`src/hdl/height_colour_ramp_assert.svh`:
```
// Assertion shorthands used by the ramp controller RTL.
// Both expect clk and arst_n in scope.
`ifndef HEIGHT_COLOUR_RAMP_ASSERT_SVH
`define HEIGHT_COLOUR_RAMP_ASSERT_SVH

// consequent checked in the same cycle
`define HCR_ASSERT_SAME(label, ante, cons, msg) \
	label: assert property (@(posedge clk) disable iff (!arst_n) (ante) |-> (cons)) \
		else $error(msg);

// consequent checked in the cycle after the antecedent
`define HCR_ASSERT_NEXT(label, ante, cons, msg) \
	label: assert property (@(posedge clk) disable iff (!arst_n) (ante) |=> (cons)) \
		else $error(msg);

`endif

```
`src/hdl/hcr_pkg.sv`:
```
`default_nettype none
package hcr_pkg;

	localparam int TableEntriesDefault = 16;
	localparam int HeightW = 24;
	localparam int RgbW = 24;
	localparam int FracW = 8;

	localparam logic [RgbW-1:0] WHITE_RGB = 24'hFFFFFF;

	localparam logic CMD_INSERT = 1'b0;
	localparam logic CMD_LOOKUP = 1'b1;

	localparam logic STATUS_DONE    = 1'b0;
	localparam logic STATUS_DROPPED = 1'b1;

	typedef enum logic [2:0] {
		S_IDLE,
		S_SCAN,
		S_CMP,
		S_SHIFT,
		S_SHIFT_WR,
		S_DIV,
		S_BLEND,
		S_DONE
	} state_t;

	typedef enum logic [2:0] {
		RES_ZERO,
		RES_DROP,
		RES_WHITE,
		RES_PREV,
		RES_CUR,
		RES_BLEND
	} res_sel_t;

	typedef struct packed {
		logic     load_in;
		logic     rd_scan;
		logic     rd_shift;
		logic     adv_prev;
		logic     inc_idx;
		logic     dec_idx;
		logic     set_pos;
		logic     wr_new;
		logic     wr_colour;
		logic     wr_shift;
		logic     div_start;
		logic     div_step;
		logic     res_en;
		res_sel_t res_sel;
		logic     load_out;
	} dp_cmd_t;

	typedef struct packed {
		logic lookup;
		logic at_end;
		logic at_pos;
		logic idx_zero;
		logic empty;
		logic full;
		logic q_lt;
		logic q_eq;
		logic div_last;
	} dp_status_t;

endpackage
`default_nettype wire

```
`src/hdl/hcr_datapath.sv`:
```
`default_nettype none
module hcr_datapath #(
	parameter int TableEntries = hcr_pkg::TableEntriesDefault
) (
	input  wire logic                        clk,
	input  wire logic                        arst_n,
	input  wire logic                        cmd,
	input  wire logic signed [hcr_pkg::HeightW-1:0] height,
	input  wire logic [hcr_pkg::RgbW-1:0]    colour_rgb,
	input  wire hcr_pkg::dp_cmd_t            cmd_i,
	output hcr_pkg::dp_status_t              st_o,
	output logic [hcr_pkg::RgbW-1:0]         result_rgb,
	output logic                             status
);
	import hcr_pkg::*;

	localparam int CW = $clog2(TableEntries + 1);
	localparam int IW = $clog2(TableEntries);

	logic [HeightW-1:0] mem_h [TableEntries];
	logic [RgbW-1:0]    mem_c [TableEntries];

	logic [CW-1:0]             cnt_q, idx_q, pos_q;
	logic [2:0]                div_cnt_q;
	logic                      cmd_q;
	logic signed [HeightW-1:0] q_h_q, rd_h_q, prev_h_q;
	logic [RgbW-1:0]           q_rgb_q, rd_c_q, prev_c_q;
	logic [HeightW-1:0]        rem_q, den_q;
	logic [FracW-1:0]          frac_q;
	logic [RgbW-1:0]           res_rgb_q, out_rgb_q;
	logic                      res_status_q, out_status_q;

	logic [IW-1:0]      wr_addr, rd_addr;
	logic               rd_en, h_we, c_we;
	logic [HeightW-1:0] h_wdata;
	logic [RgbW-1:0]    c_wdata;
	logic [HeightW:0]   rem2;
	logic               ge;
	logic [RgbW-1:0]    blend_rgb;
	logic [RgbW-1:0]    res_rgb_d;
	logic               res_status_d;

	function automatic logic [7:0] mix(input logic [7:0] a, input logic [7:0] b,
		input logic [7:0] f);
		logic [8:0]  g;
		logic [17:0] acc;
		g   = 9'd256 - {1'b0, f};
		acc = ({10'd0, a} * {9'd0, g}) + ({10'd0, b} * {10'd0, f}) + 18'd128;
		return acc[15:8];
	endfunction

	assign wr_addr = idx_q[IW-1:0];
	assign rd_addr = cmd_i.rd_shift ? IW'(idx_q - CW'(1)) : idx_q[IW-1:0];
	assign rd_en   = cmd_i.rd_scan | cmd_i.rd_shift;
	assign h_we    = cmd_i.wr_new | cmd_i.wr_shift;
	assign c_we    = cmd_i.wr_new | cmd_i.wr_shift | cmd_i.wr_colour;
	assign h_wdata = cmd_i.wr_shift ? rd_h_q : q_h_q;
	assign c_wdata = cmd_i.wr_shift ? rd_c_q : q_rgb_q;

	always_ff @(posedge clk) begin
		if (h_we) begin
			mem_h[wr_addr] <= h_wdata;
		end
		if (c_we) begin
			mem_c[wr_addr] <= c_wdata;
		end
		if (rd_en) begin
			rd_h_q <= mem_h[rd_addr];
			rd_c_q <= mem_c[rd_addr];
		end
	end

	// restoring divide, one quotient bit per cycle
	assign rem2 = {rem_q, 1'b0};
	assign ge   = rem2 >= {1'b0, den_q};

	assign blend_rgb = {mix(prev_c_q[23:16], rd_c_q[23:16], frac_q),
		mix(prev_c_q[15:8], rd_c_q[15:8], frac_q),
		mix(prev_c_q[7:0], rd_c_q[7:0], frac_q)};

	always_comb begin
		res_rgb_d    = '0;
		res_status_d = STATUS_DONE;
		unique case (cmd_i.res_sel)
			RES_ZERO: begin
				res_rgb_d = '0;
			end
			RES_DROP: begin
				res_status_d = STATUS_DROPPED;
			end
			RES_WHITE: begin
				res_rgb_d = WHITE_RGB;
			end
			RES_PREV: begin
				res_rgb_d = prev_c_q;
			end
			RES_CUR: begin
				res_rgb_d = rd_c_q;
			end
			RES_BLEND: begin
				res_rgb_d = blend_rgb;
			end
			default: begin
				res_rgb_d = '0;
			end
		endcase
	end

	always_ff @(posedge clk or negedge arst_n) begin
		if (!arst_n) begin
			cnt_q     <= '0;
			div_cnt_q <= '0;
		end else begin
			if (cmd_i.wr_new) begin
				cnt_q <= cnt_q + CW'(1);
			end
			if (cmd_i.div_start) begin
				div_cnt_q <= '0;
			end else if (cmd_i.div_step) begin
				div_cnt_q <= div_cnt_q + 3'd1;
			end
		end
	end

	always_ff @(posedge clk) begin
		if (cmd_i.load_in) begin
			cmd_q   <= cmd;
			q_h_q   <= height;
			q_rgb_q <= colour_rgb;
			idx_q   <= '0;
		end else if (cmd_i.set_pos) begin
			pos_q <= idx_q;
			idx_q <= cnt_q;
		end else if (cmd_i.inc_idx) begin
			idx_q <= idx_q + CW'(1);
		end else if (cmd_i.dec_idx) begin
			idx_q <= idx_q - CW'(1);
		end
		if (cmd_i.adv_prev) begin
			prev_h_q <= rd_h_q;
			prev_c_q <= rd_c_q;
		end
		if (cmd_i.div_start) begin
			rem_q <= q_h_q - prev_h_q;
			den_q <= rd_h_q - prev_h_q;
		end else if (cmd_i.div_step) begin
			rem_q  <= ge ? HeightW'(rem2 - {1'b0, den_q}) : rem2[HeightW-1:0];
			frac_q <= {frac_q[FracW-2:0], ge};
		end
		if (cmd_i.res_en) begin
			res_rgb_q    <= res_rgb_d;
			res_status_q <= res_status_d;
		end
		if (cmd_i.load_out) begin
			out_rgb_q    <= res_rgb_q;
			out_status_q <= res_status_q;
		end
	end

	assign st_o.lookup   = cmd_q == CMD_LOOKUP;
	assign st_o.at_end   = idx_q == cnt_q;
	assign st_o.at_pos   = idx_q == pos_q;
	assign st_o.idx_zero = idx_q == '0;
	assign st_o.empty    = cnt_q == '0;
	assign st_o.full     = cnt_q == CW'(TableEntries);
	assign st_o.q_lt     = q_h_q < rd_h_q;
	assign st_o.q_eq     = q_h_q == rd_h_q;
	assign st_o.div_last = div_cnt_q == 3'd7;

	assign result_rgb = out_rgb_q;
	assign status     = out_status_q;

endmodule
`default_nettype wire

```
`src/hdl/hcr_ctrl.sv`:
```
`default_nettype none
`include "height_colour_ramp_assert.svh"
module hcr_ctrl (
	input  wire logic                 clk,
	input  wire logic                 arst_n,
	input  wire logic                 in_valid,
	output logic                      in_ready,
	output logic                      out_valid,
	input  wire logic                 out_ready,
	input  wire hcr_pkg::dp_status_t  st_i,
	output hcr_pkg::dp_cmd_t          cmd_o
);
	import hcr_pkg::*;

	state_t state_q, state_d;
	logic   out_valid_q;

	always_ff @(posedge clk or negedge arst_n) begin
		if (!arst_n) begin
			state_q     <= S_IDLE;
			out_valid_q <= 1'b0;
		end else begin
			state_q <= state_d;
			if (cmd_o.load_out) begin
				out_valid_q <= 1'b1;
			end else if (out_ready) begin
				out_valid_q <= 1'b0;
			end
		end
	end

	always_comb begin
		state_d  = state_q;
		cmd_o    = '0;
		in_ready = 1'b0;
		unique case (state_q)
			S_IDLE: begin
				in_ready = 1'b1;
				if (in_valid) begin
					cmd_o.load_in = 1'b1;
					state_d       = S_SCAN;
				end
			end
			S_SCAN: begin
				if (st_i.at_end) begin
					cmd_o.res_en = 1'b1;
					if (st_i.lookup) begin
						cmd_o.res_sel = st_i.empty ? RES_WHITE : RES_PREV;
					end else if (st_i.full) begin
						cmd_o.res_sel = RES_DROP;
					end else begin
						cmd_o.wr_new  = 1'b1;
						cmd_o.res_sel = RES_ZERO;
					end
					state_d = S_DONE;
				end else begin
					cmd_o.rd_scan = 1'b1;
					state_d       = S_CMP;
				end
			end
			S_CMP: begin
				priority if (st_i.q_eq) begin
					cmd_o.res_en = 1'b1;
					if (st_i.lookup) begin
						cmd_o.res_sel = RES_CUR;
					end else begin
						cmd_o.wr_colour = 1'b1;
						cmd_o.res_sel   = RES_ZERO;
					end
					state_d = S_DONE;
				end else if (st_i.q_lt) begin
					if (st_i.lookup) begin
						if (st_i.idx_zero) begin
							cmd_o.res_en  = 1'b1;
							cmd_o.res_sel = RES_CUR;
							state_d       = S_DONE;
						end else begin
							cmd_o.div_start = 1'b1;
							state_d         = S_DIV;
						end
					end else if (st_i.full) begin
						cmd_o.res_en  = 1'b1;
						cmd_o.res_sel = RES_DROP;
						state_d       = S_DONE;
					end else begin
						cmd_o.set_pos = 1'b1;
						state_d       = S_SHIFT;
					end
				end else begin
					cmd_o.adv_prev = 1'b1;
					cmd_o.inc_idx  = 1'b1;
					state_d        = S_SCAN;
				end
			end
			S_SHIFT: begin
				if (st_i.at_pos) begin
					cmd_o.wr_new  = 1'b1;
					cmd_o.res_en  = 1'b1;
					cmd_o.res_sel = RES_ZERO;
					state_d       = S_DONE;
				end else begin
					cmd_o.rd_shift = 1'b1;
					state_d        = S_SHIFT_WR;
				end
			end
			S_SHIFT_WR: begin
				cmd_o.wr_shift = 1'b1;
				cmd_o.dec_idx  = 1'b1;
				state_d        = S_SHIFT;
			end
			S_DIV: begin
				cmd_o.div_step = 1'b1;
				if (st_i.div_last) begin
					state_d = S_BLEND;
				end
			end
			S_BLEND: begin
				cmd_o.res_en  = 1'b1;
				cmd_o.res_sel = RES_BLEND;
				state_d       = S_DONE;
			end
			S_DONE: begin
				if (!out_valid_q || out_ready) begin
					cmd_o.load_out = 1'b1;
					state_d        = S_IDLE;
				end
			end
			default: begin
				state_d = S_IDLE;
			end
		endcase
	end

	assign out_valid = out_valid_q;

	`HCR_ASSERT_SAME(a_no_new_in_full, cmd_o.wr_new, !st_i.full, "new point written into full table")
	`HCR_ASSERT_SAME(a_out_not_clobbered, cmd_o.load_out, !out_valid_q || out_ready, "untaken word overwritten")
	`HCR_ASSERT_NEXT(a_div_then_blend, state_q == S_DIV && st_i.div_last, state_q == S_BLEND, "divider did not hand off to blend")

endmodule
`default_nettype wire

```
`src/hdl/height_colour_ramp.sv`:
```
// From input accept to output: a scan that reads the table entries in order, an end
// step when the scan runs past the last point or an insert opens a slot, a move up
// for each point shifted, and for a blend a serial divide to an 8-bit fraction.
// One word in flight; the next word is accepted once the result sits in the output register.
// Reset: point count cleared, table contents undefined until written; no clearing pass.
`default_nettype none
module height_colour_ramp #(
	parameter int TABLE_ENTRIES = hcr_pkg::TableEntriesDefault
) (
	input  wire logic                               clk,
	input  wire logic                               arst_n,
	input  wire logic                               in_valid,
	output logic                                    in_ready,
	input  wire logic                               cmd,
	input  wire logic signed [hcr_pkg::HeightW-1:0] height,
	input  wire logic [hcr_pkg::RgbW-1:0]           colour_rgb,
	output logic                                    out_valid,
	input  wire logic                               out_ready,
	output logic [hcr_pkg::RgbW-1:0]                result_rgb,
	output logic                                    status
);
	import hcr_pkg::*;

	dp_cmd_t    dp_cmd;
	dp_status_t dp_st;

	hcr_ctrl u_ctrl (
		.clk       (clk),
		.arst_n    (arst_n),
		.in_valid  (in_valid),
		.in_ready  (in_ready),
		.out_valid (out_valid),
		.out_ready (out_ready),
		.st_i      (dp_st),
		.cmd_o     (dp_cmd)
	);

	hcr_datapath #(
		.TableEntries (TABLE_ENTRIES)
	) u_datapath (
		.clk        (clk),
		.arst_n     (arst_n),
		.cmd        (cmd),
		.height     (height),
		.colour_rgb (colour_rgb),
		.cmd_i      (dp_cmd),
		.st_o       (dp_st),
		.result_rgb (result_rgb),
		.status     (status)
	);

endmodule
`default_nettype wire
```
`config.mk`:
```
export PLATFORM = sky130hd
export DESIGN_NAME = height_colour_ramp
export DESIGN_NICKNAME = d
export VERILOG_FILES = /design/src/hdl/hcr_pkg.sv /design/src/hdl/hcr_datapath.sv /design/src/hdl/hcr_ctrl.sv /design/src/hdl/height_colour_ramp.sv
export VERILOG_INCLUDE_DIRS = /design/src /design/src/hdl
export SDC_FILE = /design/constraint.sdc
export NUM_CORES = 2
export LEC_CHECK = 0
export BUFFER_PORTS_ARGS = -buffer_cell sky130_fd_sc_hd__buf_2
export CAP_MARGIN = 20
export CORE_ASPECT_RATIO = 0.9
export CORE_MARGIN = 8
export CORE_UTILIZATION = 55
export DETAILED_ROUTE_END_ITERATION = 10
export GPL_TIMING_DRIVEN = 0
export PLACE_DENSITY = 0.81
export SLEW_MARGIN = 20
export SYNTH_ARGS = -nofsm -noshare
export SYNTH_HDL_FRONTEND = slang
export SYNTH_SLANG_ARGS = --single-unit
```
`constraint.sdc`:
```
create_clock -name clk -period 6.7 [get_ports clk]
set_input_delay 0.67 -clock clk [delete_from_list [all_inputs] [get_ports clk]]
set_output_delay 0.67 -clock clk [all_outputs]
set_load 0.01 [all_outputs]
```
# Word-level counts from Yosys, hierarchy flattened
# Memories as Yosys holds them, arrays and structs flattened. A register that Yosys moved wholly into a read port is not among the register bits.
# Cells that the tools add are included.
# classes
add_sub_neg,14
bitwise_logic,5
eq_ne,20
shift,0
n_mux,72
n_reduce_logical,11
div,0
mul,6
n_lt_le_gt_ge,2
# ops
cell,count
$mux W24,5
$pmux W24 S4,1
$sub A24 B24 Y24,3
$add A16 B16 Y16,3
$add A16 B8 Y16 const B,3
$mul A8 B8 Y16,3
$mul A8 B9 Y16,3
$mux W3,12
$mux W1,35
$mux W4,8
$ge A25 B24 Y1,1
$eq A24 B24 Y1,1
$lt A24 B24 Y1,1
$pmux W3 S8,1
$eq A3 B3 Y1 const B,7
$pmux W4 S4,1
$mux W5,3
$eq A3 B2 Y1 const B,4
$add A5 B1 Y5 const B,2
$eq A5 B5 Y1,2
$logic_not A5 Y1,2
$mux W2,5
$sub A9 B8 Y9 const A,1
$eq A3 B1 Y1 const B,2
other kinds (15),21
# word_totals
out_inout_bits,27
latchBits,0
rom_bits,0
mem_count,2
ff_bits,225
word_cells,150
mem_bits_rw,768
in_bits,53
# memory_table
memory,depth,width,rd,rd_clocked_by_memory_dff,write_ports,line_no,rtl
u_datapath.mem_c,16,24,1,1,1,hcr_datapath.sv:21,logic [RgbW-1:0] mem_c [TableEntries];
u_datapath.mem_h,16,24,1,1,1,hcr_datapath.sv:20,logic [HeightW-1:0] mem_h [TableEntries];

# Depth between registers and ports, before layout
# logic_depth
word_depth,9
depth_mapped,29
ltp_nobuf,27

# Cells and area by module
# A second synthesis with hierarchy kept.
# hier_totals
hier_cells,3909
area_unflattened_um2,57177.3
# modules_own_cells
module,n_inst,area_each_um2,cells_each
hcr_datapath,1,56608.0,3839
hcr_ctrl,1,569.3,70

# Worst setup path before layout
# OpenSTA, ideal clock, no wires.
# synth_path
path_type,reg-to-reg
start,register u_datapath.frac_q[0]
end,register u_datapath.res_rgb_q[7] (data pin)
setup_time_ns,0.261
period_less_slack_ns,6.897
setup_slack_ns,-0.197
n_path_buf,2
arrival_time_ns,6.636
stages_incl_launch_ff,26
path_cell_list,edfxtp_1 -> clkbuf_1 -> inv_1 -> ha_1 -> nand2_1 -> or3_1 -> nor3_1 -> clkbuf_1 -> nand2_1 -> fa_1 -> fa_1 -> inv_1 -> fa_1 -> fa_1 -> fa_1 -> inv_1 -> fa_1 -> inv_1 -> ha_1 -> o21ai_0 -> a21oi_1 -> o41a_1 -> a21oi_1 -> o21ba_2 -> xnor2_1 -> a221o_1
# synth_between
elab_chain_len,5
elab_cells_between_ends,6
classes_between,add/sub: 3; mul: 2; mux: 1
# synth_rtl
item,line_no,rtl
start: declaration,hcr_datapath.sv:29,logic [FracW-1:0] frac_q;
start signal: assignment,hcr_datapath.sv:148,"frac_q <= {frac_q[FracW-2:0], ge};"
$sub A9 B8 Y9,hcr_datapath.sv:47,"g = 9'd256 - {1'b0, f};"
$mul A8 B9 Y16,hcr_datapath.sv:48,"acc = ({10'd0, a} * {9'd0, g}) + ({10'd0, b} * {10'd0, f}) + 18'd128;"
$add A16 B16 Y16 (*),hcr_datapath.sv:48,
$add A16 B8 Y16 (*),hcr_datapath.sv:48,
$pmux W24 S4 (*),hcr_datapath.sv:84,unique case (cmd_i.res_sel)
via u_datapath.res_rgb_d[7],hcr_datapath.sv:40,logic [RgbW-1:0] res_rgb_d;
end signal: assignment,hcr_datapath.sv:151,res_rgb_q <= res_rgb_d;
end: declaration,hcr_datapath.sv:30,"logic [RgbW-1:0] res_rgb_q, out_rgb_q;"
# The timed path passes the listed nets; every way through them passes the cells marked *.
# A chain may end at the register's enable or synchronous reset.

# Worst setup path in the final report
# layout_path
start,register u_datapath.frac_q[1]
end,register u_datapath.res_rgb_q[23] (data pin)
# Same word-level chain as after synthesis.

==> results.toml <==
[floorplan]
die_w_um = 355
die_area_um2 = 114000
die_height_um = 322
core_um2 = 103000
start_util_pct = 55.2
ioPinCount = 80
rows = 112

[setup_path]
end_kind = "register"
cp_max_fo = 6
cp-start-kind = "register"
crit_type = "reg2reg"
worstPathRequired_ns = 7.08
crit_arrival_ns = 7.55

[timing]
hold_viol_final = 0
tightestPinTransition_ns = 1.10
hold_ws_ns = 0.132
setup_viol = 15
max_clock_freq_mhz = 139
setup_tns_ns = -3.64
post-route-period-util_pct = 107
fin_skew_ns = 0.0541
maxSlewViolCount = 0
relSlewSlack_pct = 26.5
setup_slack_ns = -0.472
min_period_ns = 7.17
grt_setup_unrepaired = "yes"

[grt]
grt-busiest-layer = "met2"
grt_max_degree = 52
grt_overflow_total = 0
antenna_found_initial = 9
grt_pass1_wl_um = 226000
grt_usage_pct = 26.1
grt_use_met2_pct = 41.9
grt_pass1_vias = 36724
met1_usage_pct = 34.4
use_met3_pct = 6.23

[worst_hold_path]
hp-class = "in2reg"

[flow_run]
maxCapViolCount = 0

[detailed_routing]
vias = 35754
drtPass1Iterations = 7
vias_per_cell = 6.26
route.detailed.drc = 0
routed_wl_um = 151000
drtIter0Drc = 4363
wl_per_cell_um = 26.4
antenna_left = 0

[logic_synthesis]
ys_seq_area_share_pct = 54.6
ys.flop_type = "edfxtp_1"
synth.top_cell.area_share_pct = 53.9
yosys-top-cells-count = "edfxtp_1, inv_1, fa_1"
syn_inst = 3995
async_reset_ff_share_pct = 1.15
synth_edf_count = 1024
synthDistinctLibCells = 84
netlist.top_cell.by_area = "edfxtp_1"
synth_warnings = 0
avgSynthCellArea_um2 = 14.3
yosys-top-cells-area = "edfxtp_1, fa_1, mux4_2"
yosysMostFrequentCell = "edfxtp_1"
ys_ff_latch = 1041
synth_area_um2 = 57000
syn_nets = 4650

[cts]
cts_max_path_buffers = 3
h-tree-depth = 3
cts.sink_count = 1041
numCtsBuffers = 103
cts.clk_slew.worst_paths_ns = 0.07
cts_tree = "yes"
clock_latency_ns = 0.71
clockRootBuffer = "clkbuf_16"

[final_layout]
num-nets-final = 4918
final_core_util_pct = 62.5
drive_above_1_share_pct = 18.1
fillers = 6999
syn2layout_area_growth_pct = 13.2

[place]
hpwl_um = 98200
io_buffers = 79
gp_congestion = 0.923

[run_status]
violations = "setup timing"
status = "finished, violations left"
## layer usage
metal / part of all wire [%] / vias up
met5: 0.025 / -
met2: 47 / 2565
met1: 37 / 17902
met3: 11 / 469
met4: 4.3 / 6
li1: - / 14812
## cell families (layout without fill, tap and decap cells)
family                   count (synthesis)  after routing  share of synthesized area (%)
AO/OA/AOI/OAI                          444            444                           5.34
multiplexers                           250            250                           8.70
XOR/XNOR                               120            120                           1.84
buffers and inverters                  704           1051                           4.78
AND/OR/NAND/NOR                        834            834                           7.54
flip-flops                            1041           1041                           54.6
adder cells (fa/ha/maj)                602            602                           17.2
other                                    0              5                              0
## metrics by stage
step / setup WS (ns) / cell area [um2] / std cells
global route: -0.605 / 64500 / 5711
finish: -0.472 / 64600 / 5715
global placement: -1.84 / 59200 / 5442
CTS: -0.481 / 64200 / 5683
floorplan: 0.000223 / 57100 / 3995
detailed placement: -1.95 / 59900 / 5466
## registers in the layout, summed over array words and instances, names as in the netlist, 8 cells and up
signal,cells
u_datapath.mem_c,384
u_datapath.mem_h,384
u_datapath.den_q,24
u_datapath.prev_c_q,24
u_datapath.prev_h_q,24
u_datapath.q_h_q,24
u_datapath.q_rgb_q,24
u_datapath.rd_c_q,24
u_datapath.rd_h_q,24
u_datapath.rem_q,24
u_datapath.res_rgb_q,24
u_datapath.result_rgb,24
u_datapath.frac_q,8
## layout make-up
class | count | area (um2) | area share (%)
clock buffer | 124 | 2700 | 4.18
antenna | 5 | 12.5 | 0.0194
buffer | 181 | 933 | 1.45
sequential | 1041 | 31100 | 48.2
tap | 1368 | 1710 | 2.65
clock inverter | 60 | 689 | 1.07
timing repair buffer | 164 | 1450 | 2.24
inverter | 522 | 1970 | 3.05
multi-input combinational | 2250 | 23900 | 37.1
## final timing paths
| path | startpoint | end | slack, ns | cells past startpoint |
|---|---|---|---|---|
| hold reg to reg | u_datapath.res_rgb_q[23] | u_datapath.result_rgb[23] | 0.42 | 0 |
| min in group asynchronous | arst_n | u_datapath.cnt_q[3] | 0.41 | 2 |
| setup / recovery | u_datapath.frac_q[1] | u_datapath.res_rgb_q[23] | -0.47 | 25 |
| setup reg to reg | u_datapath.frac_q[1] | u_datapath.res_rgb_q[23] | -0.47 | 25 |
| hold / removal | height[19] | u_datapath.q_h_q[19] | 0.13 | 1 |
| max in group asynchronous | arst_n | u_datapath.div_cnt_q[1] | 6.03 | 2 |
## critical path: stages (launching register included)
cell	delay, ns
edfxtp_1	0.48
inv_1	0.19
ha_4	0.21
nand2_4	0.08
or3_4	0.38
xor2_4	0.35
clkbuf_16	0.24
nand2_4	0.05
fa_1	0.51
fa_1	0.44
fa_1	0.51
inv_1	0.05
fa_1	0.46
fa_1	0.49
inv_1	0.05
fa_1	0.49
inv_2	0.05
ha_4	0.26
inv_2	0.03
a211o_1	0.26
a21oi_2	0.22
o41a_1	0.24
a21o_1	0.20
a21oi_2	0.08
xnor2_1	0.14
a221o_1	0.38
## cell usage in the layout, fill, tap and decap left out, drive strengths merged, types with 13 or more instances in the layout
cell and n:
edfxtp 1024, o21bai 13, mux4 192, a211oi 23, clkinv 43, clkbuf 230, a21o 36, inv 524
nand2 266, nand4 16, a22oi 99, and3 26, a31oi 29, nor2b 14, nand2b 21, mux2 47
buf 238, a21oi 84, xor2 33, fa 303, nor3 28, o22ai 16, xnor2 87, ha 299
nand3 29, o21a 24, o21ai 58, and2 270, nor2 120
## repair_timing
action | CTS | global route
hold endpoints to repair | 12 | 0
buffers inserted | 33 | 27
hold buffers | 1 | 0
endpoints found under the setup margin | 24 | 17
pin swaps | 42 | 53
gates resized for setup | 122 | 53
Power is left out: the tool's default activity adds up to more than one toggle a clock period on the data nets, which glitch-free logic cannot reach.
